[config.mk]
export PLATFORM = sky130hd
export DESIGN_NAME = rdf_escape_unescaper
export DESIGN_NICKNAME = d
export VERILOG_FILES = /design/src/rtl/core/rdfu_pkg.sv /design/src/rtl/core/rdfu_parser.sv /design/src/rtl/core/rdfu_out_queue.sv /design/src/rtl/core/rdf_escape_unescaper.sv
export SDC_FILE = /design/constraint.sdc
export NUM_CORES = 1
export LEC_CHECK = 0
export BUFFER_PORTS_ARGS = -buffer_cell sky130_fd_sc_hd__clkbuf_2
export CAP_MARGIN = 5
export CELL_PAD_IN_SITES_DETAIL_PLACEMENT = 1
export CELL_PAD_IN_SITES_GLOBAL_PLACEMENT = 1
export CORE_MARGIN = 2
export CORE_UTILIZATION = 43
export DETAILED_ROUTE_END_ITERATION = 12
export PLACE_DENSITY_LB_ADDON = 0.1
export SLEW_MARGIN = 20
export SYNTH_ARGS = -nofsm -noshare
export SYNTH_HDL_FRONTEND = slang
export SYNTH_SLANG_ARGS = --single-unit
export TNS_END_PERCENT = 1
[constraint.sdc]
create_clock -name clk_i -period 3.7 [get_ports clk_i]
set_input_delay 0.37 -clock clk_i [delete_from_list [all_inputs] [get_ports clk_i]]
set_output_delay 0.37 -clock clk_i [all_outputs]
set_load 0.005 [all_outputs]
[src/rtl/core/rdfu_pkg.sv]
// Shared types and constants for the RDF escape unescaper.
package rdfu_pkg;

  // Input transaction: one raw byte of the escaped string
  typedef struct packed {
    logic [7:0] in_byte;
    logic       byte_is_last;
  } in_t;

  // Output transaction: one unescaped byte or an error report
  typedef struct packed {
    logic [7:0] out_byte;
    logic       run_last;
    logic       string_end;
    logic [2:0] error_code;
  } out_t;

  typedef enum logic [1:0] {
    PH_PLAIN   = 2'd0,
    PH_ESCAPE  = 2'd1,
    PH_HEX     = 2'd2,
    PH_DISCARD = 2'd3
  } phase_e;

  typedef enum logic [2:0] {
    ERR_NONE           = 3'd0,
    ERR_STR_DISALLOWED = 3'd1,
    ERR_NUM_DISALLOWED = 3'd2,
    ERR_UNKNOWN        = 3'd3,
    ERR_TRUNCATED      = 3'd4,
    ERR_BAD_HEX        = 3'd5
  } err_e;

  // Escape mode register codes; the unused code behaves as MODE_NL_BS
  localparam logic [1:0] MODE_ALL     = 2'd0;
  localparam logic [1:0] MODE_NUMERIC = 2'd1;
  localparam logic [1:0] MODE_NL_BS   = 2'd2;

  // Characters recognised by the parser
  localparam logic [7:0] CH_BACKSLASH = 8'h5C;
  localparam logic [7:0] CH_U_LO      = 8'h75;
  localparam logic [7:0] CH_U_UP      = 8'h55;
  localparam logic [7:0] CH_T         = 8'h74;
  localparam logic [7:0] CH_N         = 8'h6E;
  localparam logic [7:0] CH_R         = 8'h72;
  localparam logic [7:0] CH_B         = 8'h62;
  localparam logic [7:0] CH_F         = 8'h66;
  localparam logic [7:0] CH_DQUOTE    = 8'h22;
  localparam logic [7:0] CH_SQUOTE    = 8'h27;

  // Bytes produced by the single-character escapes
  localparam logic [7:0] BYTE_TAB = 8'h09;
  localparam logic [7:0] BYTE_LF  = 8'h0A;
  localparam logic [7:0] BYTE_CR  = 8'h0D;
  localparam logic [7:0] BYTE_BS  = 8'h08;
  localparam logic [7:0] BYTE_FF  = 8'h0C;

  localparam logic [3:0] HEX_LEN_SHORT = 4'd4;
  localparam logic [3:0] HEX_LEN_LONG  = 4'd8;

  localparam logic [31:0] CP_MAX      = 32'h0010_FFFF;
  localparam logic [31:0] CP_SURR_LO  = 32'h0000_D800;
  localparam logic [31:0] CP_SURR_HI  = 32'h0000_DFFF;

  // Group of up to four results caused by one input byte
  typedef struct packed {
    logic [3:0][7:0] bytes;
    logic [1:0]      last_idx;
    logic            str_end;
    err_e            err;
  } grp_t;

endpackage

[src/rtl/core/rdfu_parser.sv]
// Escape parser: parse state and the decode of one byte into a result group.
module rdfu_parser (
  input  logic          clk_i,
  input  logic          rst_ni,
  input  logic          fire_i,
  input  rdfu_pkg::in_t in_data_i,
  input  logic [1:0]    mode_i,
  output rdfu_pkg::grp_t grp_o,
  output logic          has_res_o
);

  rdfu_pkg::phase_e phase_q, phase_d;
  logic [3:0]       left_q, left_d;
  logic [31:0]      acc_q, acc_d;

  function automatic logic [4:0] hex_digit(input logic [7:0] b);
    logic [4:0] r;
    r = 5'd0;
    if (b >= 8'h30 && b <= 8'h39) begin
      r = {1'b1, 4'(b - 8'h30)};
    end else if (b >= 8'h61 && b <= 8'h66) begin
      r = {1'b1, 4'(b - 8'h57)};
    end else if (b >= 8'h41 && b <= 8'h46) begin
      r = {1'b1, 4'(b - 8'h37)};
    end
    return r;
  endfunction

  logic        last;
  logic [7:0]  b;
  logic        all_ok, numeric_ok, nl_bs_ok;
  logic [4:0]  hd;
  logic [31:0] acc_new;
  logic        cp_bad;
  logic        err_hit;
  rdfu_pkg::err_e err_code;

  assign last       = in_data_i.byte_is_last;
  assign b          = in_data_i.in_byte;
  assign all_ok     = (mode_i == rdfu_pkg::MODE_ALL);
  assign numeric_ok = (mode_i == rdfu_pkg::MODE_ALL) || (mode_i == rdfu_pkg::MODE_NUMERIC);
  assign nl_bs_ok   = (mode_i != rdfu_pkg::MODE_NUMERIC);
  assign hd         = hex_digit(b);
  assign acc_new    = {acc_q[27:0], hd[3:0]};
  assign cp_bad     = (acc_new > rdfu_pkg::CP_MAX) ||
                      ((acc_new >= rdfu_pkg::CP_SURR_LO) && (acc_new <= rdfu_pkg::CP_SURR_HI));

  always_comb begin
    phase_d   = phase_q;
    left_d    = left_q;
    acc_d     = acc_q;
    has_res_o = 1'b0;
    err_hit   = 1'b0;
    err_code  = rdfu_pkg::ERR_NONE;
    grp_o     = '0;
    grp_o.str_end = last;
    grp_o.err     = rdfu_pkg::ERR_NONE;

    unique case (phase_q)
      rdfu_pkg::PH_PLAIN: begin
        if (b == rdfu_pkg::CH_BACKSLASH) begin
          if (last) begin
            err_hit  = 1'b1;
            err_code = rdfu_pkg::ERR_TRUNCATED;
          end else begin
            phase_d = rdfu_pkg::PH_ESCAPE;
          end
        end else begin
          has_res_o      = 1'b1;
          grp_o.bytes[0] = b;
        end
      end

      rdfu_pkg::PH_ESCAPE: begin
        phase_d   = rdfu_pkg::PH_PLAIN;
        has_res_o = 1'b1;
        unique case (b)
          rdfu_pkg::CH_T:       grp_o.bytes[0] = rdfu_pkg::BYTE_TAB;
          rdfu_pkg::CH_R:       grp_o.bytes[0] = rdfu_pkg::BYTE_CR;
          rdfu_pkg::CH_B:       grp_o.bytes[0] = rdfu_pkg::BYTE_BS;
          rdfu_pkg::CH_F:       grp_o.bytes[0] = rdfu_pkg::BYTE_FF;
          rdfu_pkg::CH_DQUOTE,
          rdfu_pkg::CH_SQUOTE,
          rdfu_pkg::CH_BACKSLASH: grp_o.bytes[0] = b;
          rdfu_pkg::CH_N:       grp_o.bytes[0] = rdfu_pkg::BYTE_LF;
          default:              grp_o.bytes[0] = 8'h00;
        endcase
        unique case (b)
          rdfu_pkg::CH_T, rdfu_pkg::CH_R, rdfu_pkg::CH_B, rdfu_pkg::CH_F,
          rdfu_pkg::CH_DQUOTE, rdfu_pkg::CH_SQUOTE: begin
            if (!all_ok) begin
              err_hit  = 1'b1;
              err_code = rdfu_pkg::ERR_STR_DISALLOWED;
            end
          end
          rdfu_pkg::CH_N, rdfu_pkg::CH_BACKSLASH: begin
            if (!nl_bs_ok) begin
              err_hit  = 1'b1;
              err_code = rdfu_pkg::ERR_STR_DISALLOWED;
            end
          end
          rdfu_pkg::CH_U_LO, rdfu_pkg::CH_U_UP: begin
            has_res_o = 1'b0;
            if (!numeric_ok) begin
              err_hit  = 1'b1;
              err_code = rdfu_pkg::ERR_NUM_DISALLOWED;
            end else if (last) begin
              err_hit  = 1'b1;
              err_code = rdfu_pkg::ERR_TRUNCATED;
            end else begin
              phase_d = rdfu_pkg::PH_HEX;
              left_d  = (b == rdfu_pkg::CH_U_LO) ? rdfu_pkg::HEX_LEN_SHORT
                                                 : rdfu_pkg::HEX_LEN_LONG;
              acc_d   = '0;
            end
          end
          default: begin
            err_hit  = 1'b1;
            err_code = rdfu_pkg::ERR_UNKNOWN;
          end
        endcase
      end

      rdfu_pkg::PH_HEX: begin
        if (last && (left_q > 4'd1)) begin
          err_hit  = 1'b1;
          err_code = rdfu_pkg::ERR_TRUNCATED;
        end else if (!hd[4]) begin
          err_hit  = 1'b1;
          err_code = rdfu_pkg::ERR_BAD_HEX;
        end else if (left_q <= 4'd1) begin
          phase_d = rdfu_pkg::PH_PLAIN;
          left_d  = '0;
          acc_d   = '0;
          if (cp_bad) begin
            err_hit  = 1'b1;
            err_code = rdfu_pkg::ERR_BAD_HEX;
          end else begin
            has_res_o = 1'b1;
            // UTF-8 encode: one to four bytes depending on magnitude
            if (acc_new < 32'h80) begin
              grp_o.bytes[0] = acc_new[7:0];
              grp_o.last_idx = 2'd0;
            end else if (acc_new < 32'h800) begin
              grp_o.bytes[0] = {3'b110, acc_new[10:6]};
              grp_o.bytes[1] = {2'b10, acc_new[5:0]};
              grp_o.last_idx = 2'd1;
            end else if (acc_new < 32'h1_0000) begin
              grp_o.bytes[0] = {4'b1110, acc_new[15:12]};
              grp_o.bytes[1] = {2'b10, acc_new[11:6]};
              grp_o.bytes[2] = {2'b10, acc_new[5:0]};
              grp_o.last_idx = 2'd2;
            end else begin
              grp_o.bytes[0] = {5'b11110, acc_new[20:18]};
              grp_o.bytes[1] = {2'b10, acc_new[17:12]};
              grp_o.bytes[2] = {2'b10, acc_new[11:6]};
              grp_o.bytes[3] = {2'b10, acc_new[5:0]};
              grp_o.last_idx = 2'd3;
            end
          end
        end else begin
          left_d = left_q - 4'd1;
          acc_d  = acc_new;
        end
      end

      rdfu_pkg::PH_DISCARD: begin
        if (last) begin
          phase_d = rdfu_pkg::PH_PLAIN;
        end
      end
    endcase

    // Any fault reports once and drops the rest of the string
    if (err_hit) begin
      has_res_o      = 1'b1;
      grp_o          = '0;
      grp_o.str_end  = 1'b1;
      grp_o.err      = err_code;
      phase_d        = last ? rdfu_pkg::PH_PLAIN : rdfu_pkg::PH_DISCARD;
      left_d         = '0;
      acc_d          = '0;
    end
  end

  always_ff @(posedge clk_i or negedge rst_ni) begin
    if (!rst_ni) begin
      phase_q <= rdfu_pkg::PH_PLAIN;
      left_q  <= '0;
      acc_q   <= '0;
    end else if (fire_i) begin
      phase_q <= phase_d;
      left_q  <= left_d;
      acc_q   <= acc_d;
    end
  end

endmodule

[src/rtl/core/rdfu_out_queue.sv]
// Result register: holds one result group and hands it out byte by byte.
module rdfu_out_queue (
  input  logic            clk_i,
  input  logic            rst_ni,
  input  logic            load_i,
  input  rdfu_pkg::grp_t  grp_i,
  output logic            can_load_o,
  output logic            out_valid_o,
  input  logic            out_ready_i,
  output rdfu_pkg::out_t  out_data_o
);

  logic           valid_q;
  rdfu_pkg::grp_t grp_q;
  logic [1:0]     idx_q;
  logic           at_last;
  logic           out_fire;

  assign at_last    = (idx_q == grp_q.last_idx);
  assign out_fire   = valid_q && out_ready_i;
  assign can_load_o = !valid_q || (out_fire && at_last);

  assign out_valid_o           = valid_q;
  assign out_data_o.out_byte   = grp_q.bytes[idx_q];
  assign out_data_o.run_last   = at_last;
  assign out_data_o.string_end = at_last && grp_q.str_end;
  assign out_data_o.error_code = grp_q.err;

  always_ff @(posedge clk_i or negedge rst_ni) begin
    if (!rst_ni) begin
      valid_q <= 1'b0;
      idx_q   <= '0;
    end else if (load_i) begin
      valid_q <= 1'b1;
      idx_q   <= '0;
    end else if (out_fire) begin
      if (at_last) begin
        valid_q <= 1'b0;
      end
      idx_q <= idx_q + 2'd1;
    end
  end

  // Payload needs no reset
  always_ff @(posedge clk_i) begin
    if (load_i) begin
      grp_q <= grp_i;
    end
  end

endmodule

[src/rtl/core/rdf_escape_unescaper.sv]
// Top level of the streaming RDF string unescaper.
//
//  channel | direction | payload              | transaction when
//  --------+-----------+----------------------+------------------------------
//  in      | sink      | in_t  (byte, last)   | in_valid_i  && in_ready_o
//  out     | source    | out_t (byte, flags)  | out_valid_o && out_ready_i
//  cfg     | sink      | escape_mode (2 bits) | cfg_valid_i && cfg_ready_o
//
// Each input byte is decoded combinationally and its results (none to four)
// are loaded into the result register at the accepting edge; the first of
// them is offered in the next cycle.
// One transaction per cycle on both sides while out_ready_i is held high and
// each byte gives at most one result; a numeric escape that expands to N UTF-8
// bytes stalls the input while the result register drains.
// Reset (rst_ni low, asynchronous) returns the parser to plain text and
// clears the escape mode to all escapes allowed. No clearing pass.
// Stalls: a full result register holds the input until its last byte is
// taken; the input is released in the same cycle that last byte goes.
module rdf_escape_unescaper (
  input  logic           clk_i,
  input  logic           rst_ni,
  input  logic           in_valid_i,
  output logic           in_ready_o,
  input  rdfu_pkg::in_t  in_data_i,
  output logic           out_valid_o,
  input  logic           out_ready_i,
  output rdfu_pkg::out_t out_data_o,
  input  logic           cfg_valid_i,
  output logic           cfg_ready_o,
  input  logic [1:0]     cfg_data_i
);

  logic           in_fire;
  logic           has_res;
  logic           can_load;
  rdfu_pkg::grp_t grp;
  logic [1:0]     mode_q;

  // Configuration is to be written only while idle; the user keeps to this, unchecked here, so always take it
  assign cfg_ready_o = 1'b1;

  always_ff @(posedge clk_i or negedge rst_ni) begin
    if (!rst_ni) begin
      mode_q <= rdfu_pkg::MODE_ALL;
    end else if (cfg_valid_i) begin
      mode_q <= cfg_data_i;
    end
  end

  // Accept whenever the result register is free or freeing this cycle;
  // bytes that give no result still wait here so ordering stays simple.
  assign in_ready_o = can_load;
  assign in_fire    = in_valid_i && in_ready_o;

  rdfu_parser u_parser (
    .clk_i     (clk_i),
    .rst_ni    (rst_ni),
    .fire_i    (in_fire),
    .in_data_i (in_data_i),
    .mode_i    (mode_q),
    .grp_o     (grp),
    .has_res_o (has_res)
  );

  // Load the result group only for bytes that cause output
  rdfu_out_queue u_out_queue (
    .clk_i       (clk_i),
    .rst_ni      (rst_ni),
    .load_i      (in_fire && has_res),
    .grp_i       (grp),
    .can_load_o  (can_load),
    .out_valid_o (out_valid_o),
    .out_ready_i (out_ready_i),
    .out_data_o  (out_data_o)
  );

endmodule
==> Flow_metrics.wiki <==
{| class="wikitable"
! Metric !! Value
|-
| Count of buffers added by post-CTS timing repair for setup || 0
|-
| Power per cell area || around 830 nW/um^2
|-
| Primary FF master, synth || dfrtp_1
|-
| HP Class || primary input to async pin
|-
| Violation count after the first detailed-routing iteration || ~280
|-
| Cell area after synthesis || 4630 um^2
|-
| Fin. Hold Viols || 39
|-
| Crit Path Class || register to register
|-
| Result of the run || finished with violations
|-
| Die area || ~12000 um^2
|-
| Clock Path Buffers || 2
|-
| Sequential area share after synthesis || 0.431
|-
| Async set-or-reset flop fraction in the synthesized netlist || 0.534
|-
| Number of nets with antenna violations after routing || 0
|-
| Number of cells traversed by the worst register-to-register path || 8
|-
| Number of nets in the final layout || about 550
|-
| Flip-flop and latch count after synthesis || 73
|-
| Critical path launch point type || register
|-
| Cell mode on critical path || or4_1
|-
| RSZ-0062 raised after global routing || false
|-
| Dominant combinational cell family by area after synthesis || simple AND/OR/NAND/NOR gates
|-
| Overflow left after global routing || 0
|-
| Worst relative slew slack || 0.431
|-
| Post-cts gate resize count || 0
|-
| Cell breakdown of the critical path || or4_1 > or4_1 > o211ai_2 > nor4_2 > o21a_2 > nor2_2 > buf_12 > o221ai_1
|-
| Global-route wire length before repair || between 20000 and 25000 um
|-
| Antenna violations before repair || 0
|-
| H-tree level count || 3
|-
| Number of sinks handled by clock tree synthesis || 73
|-
| Share of the synthesized area in compound gates (AO/OA/AOI/OAI) || 0.197
|-
| HPWL after DPL || between 9000 and 10000 um
|-
| Vertical die dimension || roughly 110 um
|-
| Min Tclk post-route || about 3.1 ns
|-
| Worst EP required || 3.95 ns
|-
| Worst slack on hold paths || -0.0276 ns
|-
| Drt via density || 5.79
|-
| Net Switching || approximately 1.9 mW
|-
| Post-route setup TNS || 0 ns
|-
| Worst Setup Slack post-DPL || a little over 0.5 ns
|-
| Endpoints failing setup || 0
|-
| Max-slew violation count || 0
|-
| Cell at the slowest stage of the critical path || or4_1
|-
| WL/cell || 19.7 um
|-
| Least-Margin Pin Slew || about 0.85 ns
|-
| Number of instances in the synthesized netlist || ~500
|-
| Share of synthesized cell area in and, or, nand and nor gates || 0.229
|-
| Total area of sequential cells || about 2000 um^2
|-
| Post-synth cell types || 68
|-
| Internal || roughly 2.3 mW
|-
| Relative contribution of sequential cells to total power || 0.344
|-
| Routed vias || between 3000 and 4000
|-
| Failing checks || negative hold slack
|-
| Proportion of netlist area held by the largest area contributor || 0.221
|-
| Number of rows in the core area || 37
|-
| Die X-Extent || ~110 um
|-
| Worst setup margin || 0.648 ns
|-
| Post-synth top area cell || edfxtp_1
|-
| Worst r2r dst || u_parser.left_q[1]$_DFFE_PN0P_
|-
| Number of search-and-repair iterations in the first detailed-routing pass || 6
|-
| Detailed-route wire length || around 13000 um
|-
| Worst reg2reg startpoint || u_parser.acc_q[14]$_DFFE_PN0P_
|-
| Maximum fanout count along the critical path || 28
|-
| Period utilization || 0.825
|-
| Number of synthesized flops with an enable pin || 34
|-
| Switching part of the total || 0.457
|-
| Highest cell delay on the worst timing path || a little under 0.6 ns
|-
| TritonCTS clock tree || built
|-
| Number of buffers inserted for hold repair after clock tree synthesis || 0
|-
| Worst skew pair latency || around 0.38 ns
|-
| Main area contributors after synthesis || edfxtp_1, dfrtp_1, nand2_1, o211ai_1, nor2_1
|-
| DRC violation count after routing || 0
|-
| Top cells by count, synth || nand2_1, nor2_1, dfrtp_1, edfxtp_1, o211ai_1
|-
| Area of combinational cells with multiple inputs || roughly 2400 um^2
|-
| Post-Layout Inst Area || approximately 5000 um^2
|-
| Clock transition at path regs || roughly 0.08 ns
|-
| Multiplexer area fraction after synthesis || 0.0546
|-
| Post-synth net total || ~530
|-
| Pin count of the biggest net entering global routing || 40
|-
| Placed cell area || ~5000 um^2
|-
| Final weighted congestion in routability-driven placement || roughly 0.9
|-
| Most common cell in the synthesized netlist || nand2_1
|-
| Number of placed cells counting well taps || about 650
|-
| Reported leakage power || 1.96 nW
|-
| Fraction of final layout cells sized beyond drive strength 1 || 0.179
|-
| Signal arrival time at the worst endpoint || 3.31 ns
|-
| Element type at the critical path end || register
|-
| Initial cell density of the core || 0.446
|-
| Port buffer count || 30
|-
| Diodes inserted || 0
|-
| Post-route non-filler standard cell count || 662
|-
| Overall power consumption || approximately 4.2 mW
|-
| Layout overhead on the synthesized area || 10.9%
|-
| Core Region || 10400 um^2
|-
| Number of global-route vias before repair || about 3900
|-
| Share of power burned in the clock network || 0.167
|-
| Number of buffers added by the clock tree synthesis step || 9
|-
| Total number of yosys warnings || 0
|-
| Post-Synth XOR/XNOR Area || 0.00757
|-
| Max Clock Skew || around 0.008 ns
|-
| Per-instance average area after synthesis || between 9 and 10 um^2
|-
| Register-to-register setup slack || 0.65 ns
|-
| CTS Root Cell || clkbuf_8
|-
| Adder-Cell Fraction of Synth Area || 0.0270
|-
| Layout filler cell count || between 1000 and 1500
|-
| Fmax || between 300 and 400 MHz
|-
| Max Cap Violations || 0
|-
| Global routing usage summed across all routing layers || 0.245
|-
| Peak supply drop || approximately 360 uV
|-
| Top-Level Pins || 32
|-
| Portion of total power attributed to combinational logic || 0.489
|}
## critical path, delay by kind of cell (launching register included)
kind | cells | cell delay, ns
flops | 1 | 0.42
simple gates | 4 | 1.56
compound gates | 3 | 0.70
buf+inv | 1 | 0.23
## power groups by stage
stage | Sequential [mW] | Clock [mW] | Combinational (mW)
6_report | 1.46 | 0.709 | 2.07
5_1_grt | 1.50 | 0.757 | 2.33
3_5_place_dp | 1.48 | 0 | 2.08
4_1_cts | 1.46 | 0.726 | 2.10
3_3_place_gp | 1.46 | 0 | 2.04
2_1_floorplan | 1.30 | 0 | 1.56
## registers in the layout, indices dropped and copies added (netlist names)
register / cells
u_out_queue.idx_q: 2
u_parser.left_q: 4
u_parser.phase_q: 2
u_out_queue.out_valid_o: 1
u_parser.acc_q: 28
u_out_queue.grp_q: 31
mode_q: 2
u_out_queue.out_data_o: 3
## metrics by stage
step | util | hold slack (ns)
after floorplan | - | 0.0744
after global placement | 0.474 | 0.497
after detailed placement | 0.474 | 0.529
after CTS | 0.495 | 0.208
after global routing | 0.495 | 0.00646
final | 0.495 | -0.0276
## logic make-up after synthesis
family,count (synthesis)
adders and majority gates,10
buffers and inverters,52
DFF,73
muxes,16
AOI/OAI and AO/OA,116
and+or+nand+nor,230
other,1
xor gates and xnor gates,4
## how the worst max path moves through the flow
stage | start | end
2_1_floorplan | u_parser.acc_q[14]$_DFFE_PN0P_ | u_out_queue.grp_q[10]$_SDFFCE_PN0P_
5_1_grt | u_parser.acc_q[14]$_DFFE_PN0P_ | u_parser.left_q[1]$_DFFE_PN0P_
4_1_cts | u_parser.acc_q[14]$_DFFE_PN0P_ | u_parser.left_q[1]$_DFFE_PN0P_
3_5_place_dp | in_data_i[2] | u_out_queue.out_valid_o$_DFFE_PN0P_
6_report | u_parser.acc_q[14]$_DFFE_PN0P_ | u_parser.left_q[1]$_DFFE_PN0P_
3_3_place_gp | in_data_i[1] | u_out_queue.out_valid_o$_DFFE_PN0P_
## final cells by class
class,instances,share of cell area
flip-flops and latches,73,0.389
multi-input cells,377,0.469
clock inverters,7,0.0185
inverters,17,0.0124
well taps,136,0.0331
repair buffers,43,0.0536
clock buffers,9,0.0241
## metal layers
layer  global-route usage  up-vias  routed length, um
met2                0.390       70               6240
met3               0.0515       15                541
met4               0.0659        0                168
met5                    0        -                  0
li1                     -     1850                  -
met1                0.338     1899               6120
## cell usage in the layout, fill, tap and decap left out, types with 5 or more instances in the layout
master / netlist / layout
nand2_1: 107 / 107
dfrtp_1: 39 / 39
a211oi_1: 7 / 7
o211ai_1: 30 / 30
clkbuf_2: 0 / 29
mux4_2: 7 / 7
and3_1: 5 / 5
a21oi_1: 19 / 19
nand3_1: 7 / 7
edfxtp_1: 34 / 34
nand2b_1: 7 / 7
a211oi_2: 5 / 5
nor2_1: 52 / 52
clkbuf_8: 0 / 9
buf_4: 9 / 12
ha_1: 10 / 10
o21ai_0: 12 / 12
inv_1: 16 / 16
nor4_1: 5 / 5
nor3_1: 11 / 11
mux2i_1: 5 / 5
nor3b_1: 5 / 5
and2_1: 7 / 7
Power figures use the tool's default switching activity.
